$ cat config.mk
export PLATFORM = sky130hd
export DESIGN_NAME = sorted_priority_queue_unit
export DESIGN_NICKNAME = d
export VERILOG_FILES = /design/src/design/spq_pkg.sv /design/src/design/spq_cell.sv /design/src/design/sorted_priority_queue_unit.sv
export SDC_FILE = /design/constraint.sdc
export NUM_CORES = 2
export LEC_CHECK = 0
export CORE_ASPECT_RATIO = 0.7
export CORE_MARGIN = 4
export CORE_UTILIZATION = 65
export CTS_BUF_LIST = sky130_fd_sc_hd__clkbuf_8
export DETAILED_ROUTE_END_ITERATION = 16
export DONT_BUFFER_PORTS = 1
export HOLD_SLACK_MARGIN = 0.15
export PLACE_DENSITY = 0.81
export SLEW_MARGIN = 20
export SYNTH_ARGS = -nofsm -noshare
export SYNTH_HDL_FRONTEND = slang
export SYNTH_SLANG_ARGS = --single-unit
$ cat constraint.sdc
create_clock -name clk -period 11.48 [get_ports clk]
set_input_delay 2.296 -clock clk [delete_from_list [all_inputs] [get_ports clk]]
set_output_delay 2.296 -clock clk [all_outputs]
set_load 0.005 [all_outputs]
$ cat src/design/spq_pkg.sv
// ----------------------------------------------------------------------------
// spq_pkg
// Shared types and codes for the sorted priority queue.
// ----------------------------------------------------------------------------
package spq_pkg;

  localparam logic [1:0] MODE_INSERT = 2'd0;
  localparam logic [1:0] MODE_REMOVE = 2'd1;
  localparam logic [1:0] MODE_CLEAR  = 2'd2;

  localparam logic [1:0] ST_OK    = 2'd0;
  localparam logic [1:0] ST_EMPTY = 2'd1;
  localparam logic [1:0] ST_FULL  = 2'd2;

  typedef struct packed {
    logic [15:0] patient_id;
    logic [6:0]  age;
    logic [7:0]  organ;
    logic [7:0]  severity;
  } rec_t;

  typedef struct packed {
    logic ins;
    logic rem;
  } cell_ctrl_t;

endpackage

$ cat src/design/spq_cell.sv
// ----------------------------------------------------------------------------
// spq_cell
// One slot of the sorted queue: keeps, loads the new item, or shifts from
// a neighbor.
// ----------------------------------------------------------------------------
module spq_cell
  import spq_pkg::*;
(
  input  logic       clk,
  input  cell_ctrl_t ctrl,
  input  logic       occupied,
  input  rec_t       new_rec,
  input  rec_t       left_rec,
  input  logic       left_ge,
  input  rec_t       right_rec,
  output rec_t       rec,
  output logic       ge
);

  rec_t rec_r;
  rec_t rec_nxt;

  // stored entry ranks strictly ahead of the new item
  assign ge = occupied && (rec_r.severity > new_rec.severity);

  always_comb begin
    rec_nxt = rec_r;
    if (ctrl.ins) begin
      if (!ge) begin
        rec_nxt = left_ge ? new_rec : left_rec;
      end
    end else if (ctrl.rem) begin
      rec_nxt = right_rec;
    end
  end

  always_ff @(posedge clk) begin
    rec_r <= rec_nxt;
  end

  assign rec = rec_r;

endmodule

$ cat src/design/sorted_priority_queue_unit.sv
// ----------------------------------------------------------------------------
// sorted_priority_queue_unit
// Bounded priority queue kept sorted by descending severity in a row of cells.
// ----------------------------------------------------------------------------
// Usage:
//   Input channel (in_valid/in_ready) carries one operation per item:
//   insert, remove head, or clear. Result channel (out_valid/out_ready)
//   returns one item per operation with status, the removed record (zero
//   unless a remove succeeded) and the occupancy after the operation.
//   Timing: the result is registered and valid in the cycle after accept.
//   Throughput: one item per cycle while out_ready is high; every cell
//   compares its severity with the new item in parallel and shifts from its
//   neighbor in the same cycle. Equal severities: newest insert served first.
//   Reset: the queue is empty, no result is pending; slot contents are
//   undefined until written.
//   Stall: the result sits in an output register; in_ready follows
//   out_ready while a result waits, so an item can enter in the same cycle
//   the pending result is taken.
// ----------------------------------------------------------------------------
module sorted_priority_queue_unit
  import spq_pkg::*;
#(
  parameter int QUEUE_DEPTH = 16
) (
  input  logic        clk,
  input  logic        rst_n,
  input  logic        in_valid,
  output logic        in_ready,
  input  logic [1:0]  in_mode,
  input  logic [15:0] in_patient_id,
  input  logic [6:0]  in_age,
  input  logic [7:0]  in_organ,
  input  logic [7:0]  in_severity,
  output logic        out_valid,
  input  logic        out_ready,
  output logic [1:0]  out_status,
  output logic [15:0] out_patient_id,
  output logic [6:0]  out_age,
  output logic [7:0]  out_organ,
  output logic [7:0]  out_severity,
  output logic [4:0]  out_occupancy
);

  localparam int CntW = $clog2(QUEUE_DEPTH + 1);
  localparam int ExtW = (CntW > 5) ? CntW : 5;

  logic [CntW-1:0] count_r;
  logic [CntW-1:0] count_nxt;
  logic            out_valid_r;
  logic [1:0]      status_r;
  logic [1:0]      status_nxt;
  rec_t            res_r;
  rec_t            res_nxt;
  logic [ExtW-1:0] occ_r;

  logic       accept;
  logic       is_full;
  logic       is_empty;
  cell_ctrl_t ctrl;
  rec_t       new_rec;

  rec_t cell_rec [QUEUE_DEPTH];
  logic cell_ge  [QUEUE_DEPTH];

  assign in_ready = !out_valid_r || out_ready;
  assign accept   = in_valid && in_ready;
  assign is_full  = (count_r == CntW'(QUEUE_DEPTH));
  assign is_empty = (count_r == '0);

  assign new_rec.patient_id = in_patient_id;
  assign new_rec.age        = in_age;
  assign new_rec.organ      = in_organ;
  assign new_rec.severity   = in_severity;

  assign ctrl.ins = accept && (in_mode == MODE_INSERT) && !is_full;
  assign ctrl.rem = accept && (in_mode == MODE_REMOVE) && !is_empty;

  genvar gi;
  generate
    for (gi = 0; gi < QUEUE_DEPTH; gi++) begin : g_cell
      rec_t left_rec;
      logic left_ge;
      rec_t right_rec;
      if (gi == 0) begin : g_head
        assign left_rec = new_rec;
        assign left_ge  = 1'b1;
      end else begin : g_mid
        assign left_rec = cell_rec[gi-1];
        assign left_ge  = cell_ge[gi-1];
      end
      if (gi == QUEUE_DEPTH - 1) begin : g_tail
        assign right_rec = cell_rec[gi];
      end else begin : g_body
        assign right_rec = cell_rec[gi+1];
      end
      spq_cell u_cell (
        .clk       (clk),
        .ctrl      (ctrl),
        .occupied  (CntW'(gi) < count_r),
        .new_rec   (new_rec),
        .left_rec  (left_rec),
        .left_ge   (left_ge),
        .right_rec (right_rec),
        .rec       (cell_rec[gi]),
        .ge        (cell_ge[gi])
      );
    end
  endgenerate

  always_comb begin
    count_nxt  = count_r;
    status_nxt = ST_OK;
    res_nxt    = '0;
    case (in_mode)
      MODE_INSERT: begin
        if (is_full) begin
          status_nxt = ST_FULL;
        end else begin
          count_nxt = count_r + CntW'(1);
        end
      end
      MODE_REMOVE: begin
        if (is_empty) begin
          status_nxt = ST_EMPTY;
        end else begin
          res_nxt   = cell_rec[0];
          count_nxt = count_r - CntW'(1);
        end
      end
      MODE_CLEAR: begin
        count_nxt = '0;
      end
      default: begin
        count_nxt = count_r;
      end
    endcase
  end

  always_ff @(posedge clk) begin
    if (!rst_n) begin
      count_r     <= '0;
      out_valid_r <= 1'b0;
    end else begin
      if (accept) begin
        count_r <= count_nxt;
      end
      if (accept) begin
        out_valid_r <= 1'b1;
      end else if (out_ready) begin
        out_valid_r <= 1'b0;
      end
    end
  end

  always_ff @(posedge clk) begin
    if (accept) begin
      status_r <= status_nxt;
      res_r    <= res_nxt;
      occ_r    <= ExtW'(count_nxt);
    end
  end

  assign out_valid      = out_valid_r;
  assign out_status     = status_r;
  assign out_patient_id = res_r.patient_id;
  assign out_age        = res_r.age;
  assign out_organ      = res_r.organ;
  assign out_severity   = res_r.severity;
  assign out_occupancy  = occ_r[4:0];

  a_count_bound: assert property (@(posedge clk) disable iff (!rst_n)
    count_r <= CntW'(QUEUE_DEPTH))
    else $error("stored count exceeds depth");

  a_head_sorted: assert property (@(posedge clk) disable iff (!rst_n)
    (count_r >= CntW'(2)) |-> (cell_rec[0].severity >= cell_rec[1].severity))
    else $error("head pair out of order");

  a_clear_empty: assert property (@(posedge clk) disable iff (!rst_n)
    (accept && (in_mode == MODE_CLEAR)) |=> (count_r == '0))
    else $error("clear left entries");

  a_empty_zero: assert property (@(posedge clk) disable iff (!rst_n)
    (out_valid && (out_status == ST_EMPTY)) |->
      (out_severity == '0 && out_occupancy == '0))
    else $error("empty result carries data");

  a_full_hold: assert property (@(posedge clk) disable iff (!rst_n)
    (accept && (in_mode == MODE_INSERT) && is_full) |=> (count_r == CntW'(QUEUE_DEPTH)))
    else $error("insert on full changed count");

endmodule

==> metrics.csv <==
metric,value,unit
Die X,295,um
distinct cell type count after synthesis,65,
setup TNS,0,ns
std cell rows,73,
most frequent cells in the layout,"741 x o211ai_1, 670 x edfxtp_1, 632 x nand2_1",
Clock H-tree levels,3,
first-pass GRT wire length,166000,um
Fillers,4198,
Port Buffers,0,
HP Class,reg2reg,
reg2reg path depth,7,
clk root buf,clkbuf_8,
Clock Latency Late Sink,0.74,ns
Hold Path Stages,1,
Max Freq,190,MHz
post-layout min period,5.27,ns
Synth async-reset ratio,0,
DR vias/cell,7.43,
DRT Wirelength,106000,um
Synth Cell Area,0.0374,sq mm
setup bufs post-CTS,0,
syn_nets,3520,
total number of vias,29500,
ys flop type,edfxtp_1,
Post-Route Skew,0.0467,ns
Routed Antenna Nets,0,
post-CTS sizing,0,
Initial DRC Count,3868,
Avg Inst Size Synth,11.2,sq um
Die Y-Extent,209,um
Post-Synth XOR/XNOR Area,0,
Synth Register Bits,676,
Max Cap Viol,0,
io pins,93,
GP Congestion,0.961,
RSZ-0062 raised after global routing,false,
# nets final,3315,
initial core utilization,0.658,
Final Max Tran Viols,0,
maximum vdd ir drop,0.0982,mV
initial antenna violation count,2,
Final Hold Fails,0,
Setup WS pre-CTS,5.56,ns
CTS Buffer Depth,3,
Worst-path clk slew,0.07,ns
worst setup margin,6.21,ns
CTS tree,built,
# clock sinks,676,
largest net degree at the start of global routing,216,
post-synthesis sequential area ratio,0.542,
Multi-input gate area,0.0153,sq mm
mux contribution to synthesized area,0.0126,
Final Total Pwr,5.51,mW
Syn Inst Count,3343,
total track usage,0.337,
Reg area,0.0202,sq mm
Final Setup Violations,0,
area grow syn2layout,4.55,%
"commonest non-fill, non-tap cell in the layout",o211ai_1,
utilization after layout,0.688,
Worst Path Max Fanout,41,
die footprint,0.0614,sq mm
Critical Path AT,5.68,ns
share of layout cells above drive strength 1,0.102,
total gr overflow,0,
Remaining DRCs,0,
yosys warns,0,
"EDFF count, synth",670,
Tcrit/Tclk final,0.459,
vias in the first global route,29800,
complex-gate fraction of the synthesized area,0.239,
WS Path Type,in2reg,
post-DP HPWL,66900,um
cts hold-fix bufs,0,
P per Cell Area,141,mW/mm^2
number of buffers created by CTS,103,
Leak,13.2,nW
Slew HR,0.244,
largest family of logic cells by synthesized area,compound AO/OA/AOI/OAI gates,
CP Launch Type,primary input,
final hold slack,0.542,ns
core box area,0.0568,sq mm
Slew @ Worst Pin,1.13,ns
DR pass1 iterations,6,
Crit. End Element,flop,
Antenna Diode Count,0,
simple-gate share of the synthesized area,0.112,
required time of the critical path,11.89,ns
Post-Synth Adder-Cell Area,0.0442,
status,"complete, no violations",
routed wire length per instance,26.6,um
critical path: stages:
cell      delay [ns]
inv_1           0.78
ha_1            0.41
a211oi_1        0.27
a31o_2          0.75
or2_2           0.91
o211ai_1        0.22
layout make-up:
| type | instances | share of cell area |
|---|---|---|
| Sequential cell | 676 | 0.518 |
| Multi-Input combinational cell | 2253 | 0.393 |
| Clock buffer | 106 | 0.0373 |
| Tap cell | 750 | 0.0240 |
| Timing Repair Buffer | 61 | 0.0130 |
| Clock inverter | 82 | 0.0108 |
| Inverter | 43 | 0.00413 |
worst paths after layout:
| check | from | endpoint | slack (ns) |
|---|---|---|---|
| setup / recovery | in_severity[3] | g_cell[9].u_cell.rec[38]$_DFFE_PP_ | 6.21 |
| hold / removal | g_cell[0].u_cell.rec[31]$_DFFE_PP_ | out_patient_id[8]$_SDFFCE_PP0P_ | 0.54 |
| setup reg to reg | count_r[1]$_SDFFE_PN0P_ | g_cell[3].u_cell.rec[37]$_DFFE_PP_ | 6.68 |
| hold reg to reg | g_cell[0].u_cell.rec[31]$_DFFE_PP_ | out_patient_id[8]$_SDFFCE_PP0P_ | 0.54 |
per-layer routing:
layer	vias to the layer above	track usage	share of wire
met5	-	0	0
met4	0	0.135	0.038
met3	320	0.0688	0.10
met2	1834	0.521	0.46
met1	14500	0.474	0.40
li1	12900	-	-
synth_stat cells (all sizes together), types with 7 or more instances:
cell / number / share of area
nor2b: 13 / 0.0022
inv: 43 / 0.0043
a21oi: 38 / 0.0051
nor3: 7 / 0.0011
a31o: 8 / 0.0019
nand3: 120 / 0.016
o21a: 12 / 0.0024
ha: 132 / 0.044
a211o: 11 / 0.0026
and2: 40 / 0.0067
o21ai: 23 / 0.0031
edfxtp: 670 / 0.54
nand2: 676 / 0.072
nor2: 28 / 0.0028
o311ai: 195 / 0.046
mux2: 41 / 0.012
clkbuf: 204 / 0.021
o221ai: 15 / 0.0035
or3: 7 / 0.0012
nand4: 28 / 0.0047
buf: 167 / 0.026
o211ai: 786 / 0.16
a21o: 7 / 0.0014
or2: 8 / 0.0013
cell families (layout without fill, tap and decap cells):
logic type,count (synthesis),count (layout)
AO/OA/AOI/OAI,1133,1133
AND/OR/NAND/NOR,946,946
flip-flops,676,676
buffers and inverters,414,292
adder cells (fa/ha/maj),132,132
multiplexers,42,42
flip-flops by register name (all words and copies together), names as in the netlist, 2 cells and up:
register / count
count_r: 5
g_cell.u_cell.rec: 624
out_age: 7
out_occupancy: 5
out_organ: 8
out_patient_id: 16
out_severity: 8
out_status: 2
report_power, final:
group	internal, mW	total (mW)	switching, mW
Clock	0.924	1.91	0.986
Sequential	2.88	2.95	0.0777
Combinational	0.181	0.645	0.464
stage by stage:
stage               std cells  cell area [sq um]
floorplan                3343              37400
global placement         3783              37200
detailed placement       3783              37200
CTS                      3971              39100
global route             3971              39100
finish                   3971              39100
(Power assumes the default switching activity.)
